[config.mk]
export PLATFORM = sky130hd
export DESIGN_NAME = fit_policy_block_allocator_flat
export DESIGN_NICKNAME = d
export VERILOG_FILES = /design/src/sv/fpba_pkg.sv /design/src/sv/fpba_req_if.sv /design/src/sv/fpba_rsp_if.sv /design/src/sv/fit_policy_block_allocator.sv /design/src/sv/fpba_ctrl.sv /design/src/sv/fpba_dp.sv /design/src/flat_wrapper.sv
export SDC_FILE = /design/constraint.sdc
export NUM_CORES = 1
export LEC_CHECK = 0
export ABC_AREA = 1
export BUFFER_PORTS_ARGS = -buffer_cell sky130_fd_sc_hd__clkbuf_2
export CORE_MARGIN = 5
export CORE_UTILIZATION = 35
export CTS_CLUSTER_SIZE = 40
export DETAILED_ROUTE_END_ITERATION = 10
export GPL_ROUTABILITY_DRIVEN = 0
export GPL_TIMING_DRIVEN = 1
export SYNTH_ARGS = -nofsm -noshare
export SYNTH_HDL_FRONTEND = slang
export SYNTH_SLANG_ARGS = --single-unit
[constraint.sdc]
create_clock -name i_clk -period 4.5 [get_ports i_clk]
set_clock_uncertainty 0.05 [all_clocks]
set_input_delay 0.9 -clock i_clk [delete_from_list [all_inputs] [get_ports i_clk]]
set_output_delay 0.9 -clock i_clk [all_outputs]
set_load 0.05 [all_outputs]
[src/sv/fpba_pkg.sv]
// Shared types and constants for the fit-policy block allocator.
// No dependencies; every other file imports this package.
package fpba_pkg;

    localparam int NUM_BLOCKS = 16;
    localparam int IDX_W      = (NUM_BLOCKS > 1) ? $clog2(NUM_BLOCKS) : 1;
    localparam int CNT_W      = $clog2(NUM_BLOCKS + 1);

    localparam int OP_W       = 1;
    localparam int BIDX_W     = 4;
    localparam int AMT_W      = 32;
    localparam int BNUM_W     = 5;
    localparam int POLICY_W   = 2;
    localparam int BLKS_W     = 5;
    localparam int CFG_IDX_W  = 1;
    localparam int CFG_DATA_W = 5;
    localparam int LIM_W      = (CNT_W > BLKS_W) ? CNT_W : BLKS_W;

    localparam logic [OP_W-1:0] OP_LOAD    = 1'b0;
    localparam logic [OP_W-1:0] OP_REQUEST = 1'b1;

    localparam logic [POLICY_W-1:0] POLICY_FIRST = 2'd0;
    localparam logic [POLICY_W-1:0] POLICY_BEST  = 2'd1;
    localparam logic [POLICY_W-1:0] POLICY_WORST = 2'd2;

    localparam logic [CFG_IDX_W-1:0] CFG_FIT_POLICY    = 1'b0;
    localparam logic [CFG_IDX_W-1:0] CFG_BLOCKS_IN_USE = 1'b1;

    localparam logic [BLKS_W-1:0] BLOCKS_RESET = 5'd16;

    // controller -> datapath
    typedef struct packed {
        logic capture;
        logic step;
        logic finish;
    } t_cmd;

    // datapath -> controller
    typedef struct packed {
        logic is_load;
        logic scan_done;
        logic out_free;
    } t_status;

endpackage

[src/sv/fpba_req_if.sv]
// Request channel: valid/ready handshake with one input item as payload.
// Depends on fpba_pkg.
interface fpba_req_if import fpba_pkg::*; ();
    logic              valid;
    logic              ready;
    logic [OP_W-1:0]   op;
    logic [BIDX_W-1:0] block_index;
    logic [AMT_W-1:0]  amount;

    modport source (output valid, op, block_index, amount, input ready);
    modport sink   (input valid, op, block_index, amount, output ready);
endinterface

[src/sv/fpba_rsp_if.sv]
// Response channel: valid/ready handshake with one result item as payload.
// Depends on fpba_pkg.
interface fpba_rsp_if import fpba_pkg::*; ();
    logic              valid;
    logic              ready;
    logic              granted;
    logic [BNUM_W-1:0] block_number;
    logic [AMT_W-1:0]  remaining_after;

    modport source (output valid, granted, block_number, remaining_after, input ready);
    modport sink   (input valid, granted, block_number, remaining_after, output ready);
endinterface

[src/sv/fit_policy_block_allocator.sv]
// Fit-policy block allocator: first, best or worst fit over a table of
// sixteen block capacities.
//
// Channels: i_req carries op, block_index and amount; o_rsp carries granted,
// block_number and remaining_after. Both transfer when valid and ready are
// high at a rising edge. A load (op 0) sets one block's capacity; a request
// (op 1) picks a fitting block among the first blocks_in_use blocks, takes
// the amount from it and returns its 1-based number, or 0 if none fits.
// Configuration: i_cfg_we writes i_cfg_wdata to register i_cfg_index
// (0 fit_policy, 1 blocks_in_use); write only while the block is idle.
//
// Flow: one item at a time. A request walks n table entries from entry 0,
// n being min(blocks_in_use, 16), so 16 at most, one entry per cycle through a
// single compare-and-select; a load skips the walk. i_req.ready is high only
// while idle, so the next item can transfer in the cycle after the result is
// registered.
// Reset clears the whole table to zero capacity at once, sets fit_policy
// to first fit and blocks_in_use to 16, and empties the result register.
// If the receiver stalls, the result holds in the output register; the
// next item may transfer in, but its result waits until the slot frees.
module fit_policy_block_allocator import fpba_pkg::*; (
    input  logic                  i_clk,
    input  logic                  i_rst_n,
    fpba_req_if.sink              i_req,
    fpba_rsp_if.source            o_rsp,
    input  logic                  i_cfg_we,
    input  logic [CFG_IDX_W-1:0]  i_cfg_index,
    input  logic [CFG_DATA_W-1:0] i_cfg_wdata
);

    t_cmd    cmd;
    t_status status;

    fpba_ctrl u_ctrl (
        .i_clk      (i_clk),
        .i_rst_n    (i_rst_n),
        .i_in_valid (i_req.valid),
        .o_in_ready (i_req.ready),
        .i_status   (status),
        .o_cmd      (cmd)
    );

    fpba_dp u_dp (
        .i_clk             (i_clk),
        .i_rst_n           (i_rst_n),
        .i_cmd             (cmd),
        .o_status          (status),
        .i_cfg_we          (i_cfg_we),
        .i_cfg_index       (i_cfg_index),
        .i_cfg_wdata       (i_cfg_wdata),
        .i_op              (i_req.op),
        .i_block_index     (i_req.block_index),
        .i_amount          (i_req.amount),
        .o_out_valid       (o_rsp.valid),
        .i_out_ready       (o_rsp.ready),
        .o_granted         (o_rsp.granted),
        .o_block_number    (o_rsp.block_number),
        .o_remaining_after (o_rsp.remaining_after)
    );

endmodule

[src/sv/fpba_ctrl.sv]
// Controller state machine: accept, scan the capacity table, finish.
// Depends on fpba_pkg.
module fpba_ctrl import fpba_pkg::*; (
    input  logic    i_clk,
    input  logic    i_rst_n,
    input  logic    i_in_valid,
    output logic    o_in_ready,
    input  t_status i_status,
    output t_cmd    o_cmd
);

    typedef enum logic [2:0] {
        ST_IDLE = 3'b001,
        ST_SCAN = 3'b010,
        ST_DONE = 3'b100
    } t_state;

    t_state r_state, n_state;

    always_ff @(posedge i_clk) begin
        if (!i_rst_n) begin
            r_state <= ST_IDLE;
        end else begin
            r_state <= n_state;
        end
    end

    always_comb begin
        n_state      = r_state;
        o_in_ready   = 1'b0;
        o_cmd        = '0;
        case (r_state)
            ST_IDLE: begin
                o_in_ready = 1'b1;
                if (i_in_valid) begin
                    o_cmd.capture = 1'b1;
                    n_state       = ST_SCAN;
                end
            end
            ST_SCAN: begin
                // a load skips the table walk
                if (i_status.is_load || i_status.scan_done) begin
                    n_state = ST_DONE;
                end else begin
                    o_cmd.step = 1'b1;
                end
            end
            ST_DONE: begin
                if (i_status.out_free) begin
                    o_cmd.finish = 1'b1;
                    n_state      = ST_IDLE;
                end
            end
            default: begin
                n_state = ST_IDLE;
            end
        endcase
    end

endmodule

[src/sv/fpba_dp.sv]
// Datapath: capacity table, config registers, scan pointer, pick tracking
// and the output register. Depends on fpba_pkg.
module fpba_dp import fpba_pkg::*; (
    input  logic                  i_clk,
    input  logic                  i_rst_n,
    input  t_cmd                  i_cmd,
    output t_status               o_status,
    input  logic                  i_cfg_we,
    input  logic [CFG_IDX_W-1:0]  i_cfg_index,
    input  logic [CFG_DATA_W-1:0] i_cfg_wdata,
    input  logic [OP_W-1:0]       i_op,
    input  logic [BIDX_W-1:0]     i_block_index,
    input  logic [AMT_W-1:0]      i_amount,
    output logic                  o_out_valid,
    input  logic                  i_out_ready,
    output logic                  o_granted,
    output logic [BNUM_W-1:0]     o_block_number,
    output logic [AMT_W-1:0]      o_remaining_after
);

    logic [AMT_W-1:0]    r_cap [NUM_BLOCKS];
    logic [NUM_BLOCKS-1:0] r_vld;

    logic [POLICY_W-1:0] r_policy;
    logic [BLKS_W-1:0]   r_blocks;

    logic [OP_W-1:0]     r_op;
    logic [BIDX_W-1:0]   r_idx;
    logic [AMT_W-1:0]    r_amount;
    logic [CNT_W-1:0]    r_limit;
    logic [CNT_W-1:0]    r_scan;
    logic                r_found;
    logic [IDX_W-1:0]    r_pick;
    logic [AMT_W-1:0]    r_pick_cap;

    logic                r_out_valid;
    logic                r_granted;
    logic [BNUM_W-1:0]   r_block_number;
    logic [AMT_W-1:0]    r_remaining;

    logic [IDX_W-1:0]    scan_idx;
    logic [AMT_W-1:0]    cur_cap;
    logic                fits;
    logic                take;
    logic [CNT_W-1:0]    n_limit;
    logic                load_ok;
    logic [AMT_W-1:0]    left;

    assign scan_idx = r_scan[IDX_W-1:0];
    assign cur_cap  = r_vld[scan_idx] ? r_cap[scan_idx] : '0;
    assign fits     = (cur_cap >= r_amount);
    assign take     = fits && (!r_found
                      || (r_policy == POLICY_BEST  && cur_cap < r_pick_cap)
                      || (r_policy == POLICY_WORST && cur_cap > r_pick_cap));

    // clamp the block count to the table size
    assign n_limit = (LIM_W'(r_blocks) > LIM_W'(NUM_BLOCKS)) ? CNT_W'(NUM_BLOCKS)
                                                             : CNT_W'(r_blocks);
    assign load_ok = (32'(r_idx) < 32'(NUM_BLOCKS));
    assign left    = r_pick_cap - r_amount;

    assign o_status.is_load   = (r_op == OP_LOAD);
    assign o_status.scan_done = (r_scan == r_limit);
    assign o_status.out_free  = !r_out_valid || i_out_ready;

    always_ff @(posedge i_clk) begin
        if (!i_rst_n) begin
            r_policy <= POLICY_FIRST;
            r_blocks <= BLOCKS_RESET;
        end else if (i_cfg_we) begin
            case (i_cfg_index)
                CFG_FIT_POLICY:    r_policy <= i_cfg_wdata[POLICY_W-1:0];
                CFG_BLOCKS_IN_USE: r_blocks <= i_cfg_wdata[BLKS_W-1:0];
                default: begin
                end
            endcase
        end
    end

    // item capture and scan
    always_ff @(posedge i_clk) begin
        if (i_cmd.capture) begin
            r_op     <= i_op;
            r_idx    <= i_block_index;
            r_amount <= i_amount;
            r_limit  <= n_limit;
            r_scan   <= '0;
            r_found  <= 1'b0;
        end else if (i_cmd.step) begin
            r_scan <= r_scan + 1'b1;
            if (take) begin
                r_found    <= 1'b1;
                r_pick     <= scan_idx;
                r_pick_cap <= cur_cap;
            end
        end
    end

    // table write happens at most once per item, at finish
    always_ff @(posedge i_clk) begin
        if (!i_rst_n) begin
            r_vld <= '0;
        end else if (i_cmd.finish) begin
            if (r_op == OP_LOAD) begin
                if (load_ok) begin
                    r_vld[r_idx[IDX_W-1:0]] <= 1'b1;
                end
            end else if (r_found) begin
                r_vld[r_pick] <= 1'b1;
            end
        end
    end

    always_ff @(posedge i_clk) begin
        if (i_cmd.finish) begin
            if (r_op == OP_LOAD) begin
                if (load_ok) begin
                    r_cap[r_idx[IDX_W-1:0]] <= r_amount;
                end
            end else if (r_found) begin
                r_cap[r_pick] <= left;
            end
        end
    end

    // output register
    always_ff @(posedge i_clk) begin
        if (!i_rst_n) begin
            r_out_valid <= 1'b0;
        end else if (i_cmd.finish) begin
            r_out_valid <= 1'b1;
        end else if (i_out_ready) begin
            r_out_valid <= 1'b0;
        end
    end

    always_ff @(posedge i_clk) begin
        if (i_cmd.finish) begin
            if (r_op == OP_LOAD) begin
                r_granted      <= 1'b0;
                r_block_number <= '0;
                r_remaining    <= load_ok ? r_amount : '0;
            end else if (r_found) begin
                r_granted      <= 1'b1;
                r_block_number <= BNUM_W'(r_pick) + 1'b1;
                r_remaining    <= left;
            end else begin
                r_granted      <= 1'b0;
                r_block_number <= '0;
                r_remaining    <= '0;
            end
        end
    end

    assign o_out_valid       = r_out_valid;
    assign o_granted         = r_granted;
    assign o_block_number    = r_block_number;
    assign o_remaining_after = r_remaining;

endmodule

[src/flat_wrapper.sv]
// flat-port wrapper written by rule: the top's interface ports become plain ports
module fit_policy_block_allocator_flat import fpba_pkg::*;
  (i_clk, i_rst_n, i_cfg_we, i_cfg_index, i_cfg_wdata, i_req_valid, i_req_op, i_req_block_index, i_req_amount, i_req_ready, o_rsp_valid, o_rsp_granted, o_rsp_block_number, o_rsp_remaining_after, o_rsp_ready);
  fpba_req_if i_req_i ();
  fpba_rsp_if o_rsp_i ();
  input  logic i_clk;
  input  logic i_rst_n;
  input  logic i_cfg_we;
  input  logic [CFG_IDX_W-1:0] i_cfg_index;
  input  logic [CFG_DATA_W-1:0] i_cfg_wdata;
  input wire logic [$bits(i_req_i.valid)-1:0] i_req_valid;
  input wire logic [$bits(i_req_i.op)-1:0] i_req_op;
  input wire logic [$bits(i_req_i.block_index)-1:0] i_req_block_index;
  input wire logic [$bits(i_req_i.amount)-1:0] i_req_amount;
  output wire logic [$bits(i_req_i.ready)-1:0] i_req_ready;
  output wire logic [$bits(o_rsp_i.valid)-1:0] o_rsp_valid;
  output wire logic [$bits(o_rsp_i.granted)-1:0] o_rsp_granted;
  output wire logic [$bits(o_rsp_i.block_number)-1:0] o_rsp_block_number;
  output wire logic [$bits(o_rsp_i.remaining_after)-1:0] o_rsp_remaining_after;
  input wire logic [$bits(o_rsp_i.ready)-1:0] o_rsp_ready;
  assign i_req_i.valid = i_req_valid;
  assign i_req_i.op = i_req_op;
  assign i_req_i.block_index = i_req_block_index;
  assign i_req_i.amount = i_req_amount;
  assign i_req_ready = i_req_i.ready;
  assign o_rsp_valid = o_rsp_i.valid;
  assign o_rsp_granted = o_rsp_i.granted;
  assign o_rsp_block_number = o_rsp_i.block_number;
  assign o_rsp_remaining_after = o_rsp_i.remaining_after;
  assign o_rsp_i.ready = o_rsp_ready;
  fit_policy_block_allocator u_core (.i_clk(i_clk), .i_rst_n(i_rst_n), .i_req(i_req_i), .o_rsp(o_rsp_i), .i_cfg_we(i_cfg_we), .i_cfg_index(i_cfg_index), .i_cfg_wdata(i_cfg_wdata));
endmodule
* After elaboration in Yosys (flattened, before gate mapping)
Memory sizes are Yosys's and may differ from the RTL's. A register that Yosys moved wholly into a read port is not among the register bits.
Index checks and enable logic that the tools add are counted.
** Operators by class
- $add $sub $neg :: 3
- Multiply operators :: 0
- Divide/modulo/power cells :: 0
- Magnitude comparators :: 9
- Eq/ne operators :: 10
- Shifts and indexed selects :: 0
- Muxes and demuxes :: 36
- Bitwise operators :: 5
- Reductions and logical operators :: 20
** Operators by type and width (count)
- $mux W32 :: 4
- $ge A32 B32 Y1 :: 1
- $gt A32 B32 Y1 :: 1
- $lt A32 B32 Y1 :: 1
- $mux W16 :: 2
- $or A16 B16 Y16 :: 2
- $reduce_or A32 Y1 :: 1
- $sub A32 B32 Y32 :: 1
- $mux W1 :: 20
- $lt A4 B5 Y1 const B :: 3
- $mux W4 :: 3
- $reduce_and A2 Y1 :: 5
- $mux W3 :: 3
- $pmux W3 S3 :: 1
- $demux W1 S4 :: 2
- $ge A4 B1 Y1 const B :: 2
- $reduce_and A3 Y1 :: 2
- $add A4 B1 Y5 const B :: 1
- $add A5 B1 Y5 const B :: 1
- $eq A5 B5 Y1 :: 1
- $gt A5 B5 Y1 const B :: 1
- $logic_and A1 B1 Y1 :: 5
- $bmux W1 S4 :: 1
- $logic_or A1 B1 Y1 :: 4
- other kinds (10) :: 15
** Word-level totals
- Register bits after elaboration :: 149
- Bits in latches :: 0
- Bits in writable memories :: 512
- Bits in read-only memories :: 0
- Output and inout bits :: 40
- Logic and storage cells :: 100
- Memories kept :: 1
** Memories
- u_core.u_dp.r_cap :: depth 16, width 32, rd ports 1, clocked after memory_dff 1, wr ports 1, line fpba_dp.sv:21 : logic [AMT_W-1:0] r_cap [NUM_BLOCKS];

* Longest topological paths before layout
- Depth after elaboration :: 9
- Gate-level depth with buffers :: 25

* Cells and area by module
Synthesis repeated with hierarchy kept, for this count alone.
** Second synthesis, totals
- Cells, all modules :: 2692
- Area, all modules :: 30425.4 um2
** Modules (own cells, without submodules)
- fpba_dp :: instances 1, cells an instance 2661, area an instance 30240.3 um2, seq. area each 19538.7 um2
- fpba_ctrl :: instances 1, cells an instance 31, area an instance 185.2 um2, seq. area each 60.1 um2

* Worst setup path before layout
No wires, ideal clock.
- Path type :: register to register
- Start point :: register with a tool-made name
- End point :: register u_core.u_dp.r_pick[0], enable pin
- Setup time :: 430 ps
- Arrival time :: 3930 ps
- Required time :: 4020 ps
- Setup slack :: 90 ps
- Stages on the path, launching flop included :: 20
- Path buffers :: 4
- Cells stage by stage :: dfxtp_1 -> buf_6 -> buf_6 -> buf_12 -> buf_6 -> mux2i_1 -> o21ai_0 -> o22ai_1 -> nand2_1 -> nand3_1 -> inv_1 -> ha_1 -> nand2_1 -> nor2_1 -> nand2_1 -> nor3b_1 -> nand2_1 -> a21oi_1 -> nor2_1 -> nor2_1
** RTL lines
- end signal: assignment :: line fpba_dp.sv:93 : r_pick <= scan_idx;
- end: declaration :: line fpba_dp.sv:33 : logic [IDX_W-1:0] r_pick;

==> flow_summary.toml <==
[status]
status = "finished clean"

[floorplanning]
fp.dieH_microns = 305
rows = 108
core_sq_um = 86500
start_util_pct = 35.2
die_area_sq_um = 92900
dieWidth_microns = 305
ios = 88

[layout]
drive_gt1_share_pct = 10.4
fin_cells = 4005
finalNetCount = 2946
fillers = 8241
areaGrowthSynthToFinish_pct = 14.2
postLayoutCellArea_sq_um = 34700
antenna_cells = 0

[critical_path]
critical_path_depth = 18
worstSetupPathType = "reg -> reg"
end_kind = "flop"
reg2regPathDepth = 18
crit_arrival_ns = 4.46
cpMaxStageDelayCell = "dfxtp_4"
r2r_slack_ns = 0.28
crit_required_ns = 4.74
crit_path_frequent_cell = "nand2_1"
cp_num_buf_inv = 5
r2r-end = "u_core.u_dp.r_pick_cap[23]"
path_delay_family = "simple AND/OR/NAND/NOR gates"
critPathMaxStageDelay_ns = 0.63
crit_chain = "buf_12 -> mux2i_1 -> o21ai_0 -> o22ai_1 -> nand2_1 -> nand3_1 -> inv_1 -> ha_1 -> nand2_1 -> inv_1 -> nand3_1 -> nor3b_1 -> buf_4 -> nand2_1 -> a21oi_1 -> nor2_1 -> nor2_4 -> buf_12"
endpoint = "u_core.u_dp.r_pick_cap[23]"
worst-path-max-fanout = 37
crit_path_start_kind = "flop"

[drt]
drt_pass1_iterations = 5
drtAntennaViolNets = 0
drt_wl_total_microns = 77500
dr.first_iter.drc_count = 1743
avgRoutedWirePerCell_microns = 19.3
drc = 0
vias_per_cell = 5.07
vias = 20300

[hold_path]
hold_class = "reg -> reg"
hold_depth = 0

[synthesis]
ys_seq_area_share_pct = 64.4
synth_flop_cell = "edfxtp_1"
async_reset_ff_share_pct = 0
syn_area_per_cell_sq_um = 11.4
synthTopCellsByArea = "edfxtp_1, o21ai_0, nand2_1"
ys_ff_latch = 665
synth_top_area_cell = "edfxtp_1"
syn_nets = 2819
netlist_area_sq_um = 30400
synth_cells = 2670
yosysMostFrequentCell = "edfxtp_1"
synth_edf_count = 628
yosysUniqueCellTypes = 45
synth_warnings = 0
synth_top_area_share_pct = 62.0
synthTopCellsByCount = "edfxtp_1, nand2_1, inv_1"

[clocking]
clock_sinks = 665
numCtsBuffers = 69
cts_tree = "built"
post-cts-setup-buffers = 0
cts.repair.resized = 0
htree_levels = 3
clk_pin_slew_ns = 0.06
cts_root_buf = "clkbuf_16"
clockBufferDepth = 3
clk_latency_ns = 0.61
cts-hold-fix-buffers = 0

[timing]
fin_crit_sh_pct = 93.7
setup_violations = 0
rsz0062_at_grt = "false"
tightest_slew_ns = 1.03
slew_headroom_pct = 31.1
post-route-min-period_ns = 4.22
tns_ns = 0
finalMaxSlewViolations = 0
layout_setup_ws_ns = 0.282
hold_viol = 0
clock.fmax_mhz = 237

[grt]
antenna_found_initial = 1
grt_use_total_pct = 16.2
grt_max_degree = 81
grt_pass1_wl_microns = 118000
grt_pass1_vias = 19800
gr-total-overflow = 0

[power]
peakVddDrop_mv = 0.280
powerDensity_nw_per_um2 = 386
power_leakage_nw = 12.9
power.total_mw = 13.4

[placement]
place_area_sq_um = 32600
hpwl_microns = 49200
dp.cells = 3881
portBuffers = 87
post-place-ws_ns = 0.398

[run]
maxCapViolCount = 0
how the worst min path moves through the flow:
stage	start	endpoint	slack (ns)
final	u_core.u_dp.r_blocks[4]	u_core.u_dp.r_limit[4]	0.41
after global routing	i_req_block_index[1]	u_core.u_dp.r_idx[1]	0.38
after CTS	i_req_op	u_core.u_dp.r_op	0.39
after detailed placement	u_core.u_dp.r_blocks[4]	u_core.u_dp.r_limit[4]	0.41
after global placement	u_core.u_dp.r_blocks[4]	u_core.u_dp.r_limit[4]	0.41
after floorplan	u_core.u_dp.r_vld[10]	u_core.u_dp.r_vld[10]	0.38
report_power, final:
part	internal, mW	switching (mW)
clock network	3.11	2.35
logic	0.336	0.706
registers	6.86	0.0403
registers in the layout (all words and copies together), names as in the netlist, 16 cells and up, named ones only:
| name | count |
|---|---|
| u_core.u_dp.r_vld | 16 |
| u_core.u_dp.r_amount | 32 |
| u_core.u_dp.r_pick_cap | 32 |
| u_core.u_dp.r_cap | 512 |
| u_core.u_dp.o_remaining_after | 32 |
cells by family after synthesis:
logic type / after synthesis / synth area share [%]
compound gates: 664 / 11.5
xor+xnor: 17 / 0.489
fa+ha+maj: 101 / 4.18
buf+inv: 452 / 6.46
flops: 665 / 64.4
mux: 127 / 4.18
simple gates: 644 / 8.81
placed cells by master (no fill, tap or decap), types with 3 or more instances in the layout:
| cell type | instances |
|---|---|
| buf_4 | 66 |
| inv_2 | 7 |
| o32ai_1 | 4 |
| clkinv_1 | 17 |
| ha_1 | 100 |
| nand3b_1 | 7 |
| clkbuf_1 | 17 |
| mux2i_1 | 127 |
| nor2_4 | 18 |
| xor2_1 | 13 |
| inv_1 | 329 |
| clkbuf_2 | 87 |
| dfxtp_1 | 33 |
| nand4_1 | 9 |
| nand2_1 | 367 |
| nor3_1 | 13 |
| o21ai_0 | 309 |
| o21bai_1 | 5 |
| o21ai_1 | 35 |
| a21oi_1 | 228 |
| o22ai_1 | 64 |
| xnor2_1 | 4 |
| nand3_1 | 127 |
| clkbuf_16 | 73 |
| clkinv_2 | 8 |
| nor2_1 | 93 |
| edfxtp_1 | 628 |
| o211ai_1 | 7 |
| buf_12 | 18 |
| a21o_1 | 4 |
| o21a_1 | 3 |
cell type report:
| cell class | count | area [sq um] | area share [%] |
|---|---|---|---|
| tap | 1155 | 1450 | 4.16 |
| timing repair buffer | 171 | 1290 | 3.72 |
| inverter | 337 | 1260 | 3.64 |
| sequential | 665 | 19600 | 56.5 |
| multi-input combinational | 1553 | 8990 | 25.9 |
| clock buffer | 91 | 1900 | 5.48 |
| clock inverter | 33 | 230 | 0.663 |
routing by layer:
metal / GRT usage [%] / vias up / wire length, microns / share of wire [%]
li1: - / 9703 / - / -
met1: 22.6 / 9869 / 34700 / 45
met2: 27.2 / 637 / 36900 / 48
met3: 2.42 / 92 / 4470 / 5.8
met4: 3.32 / 0 / 1380 / 1.8
met5: 0 / - / 0 / 0
per-stage QoR:
step / util (%) / hold slack, ns
after floorplan: - / 0.381
after global placement: 37.7 / 0.412
after detailed placement: 37.7 / 0.410
after CTS: 40.2 / 0.386
after global routing: 40.2 / 0.381
final: 40.2 / 0.413
(Power assumes the default switching activity.)
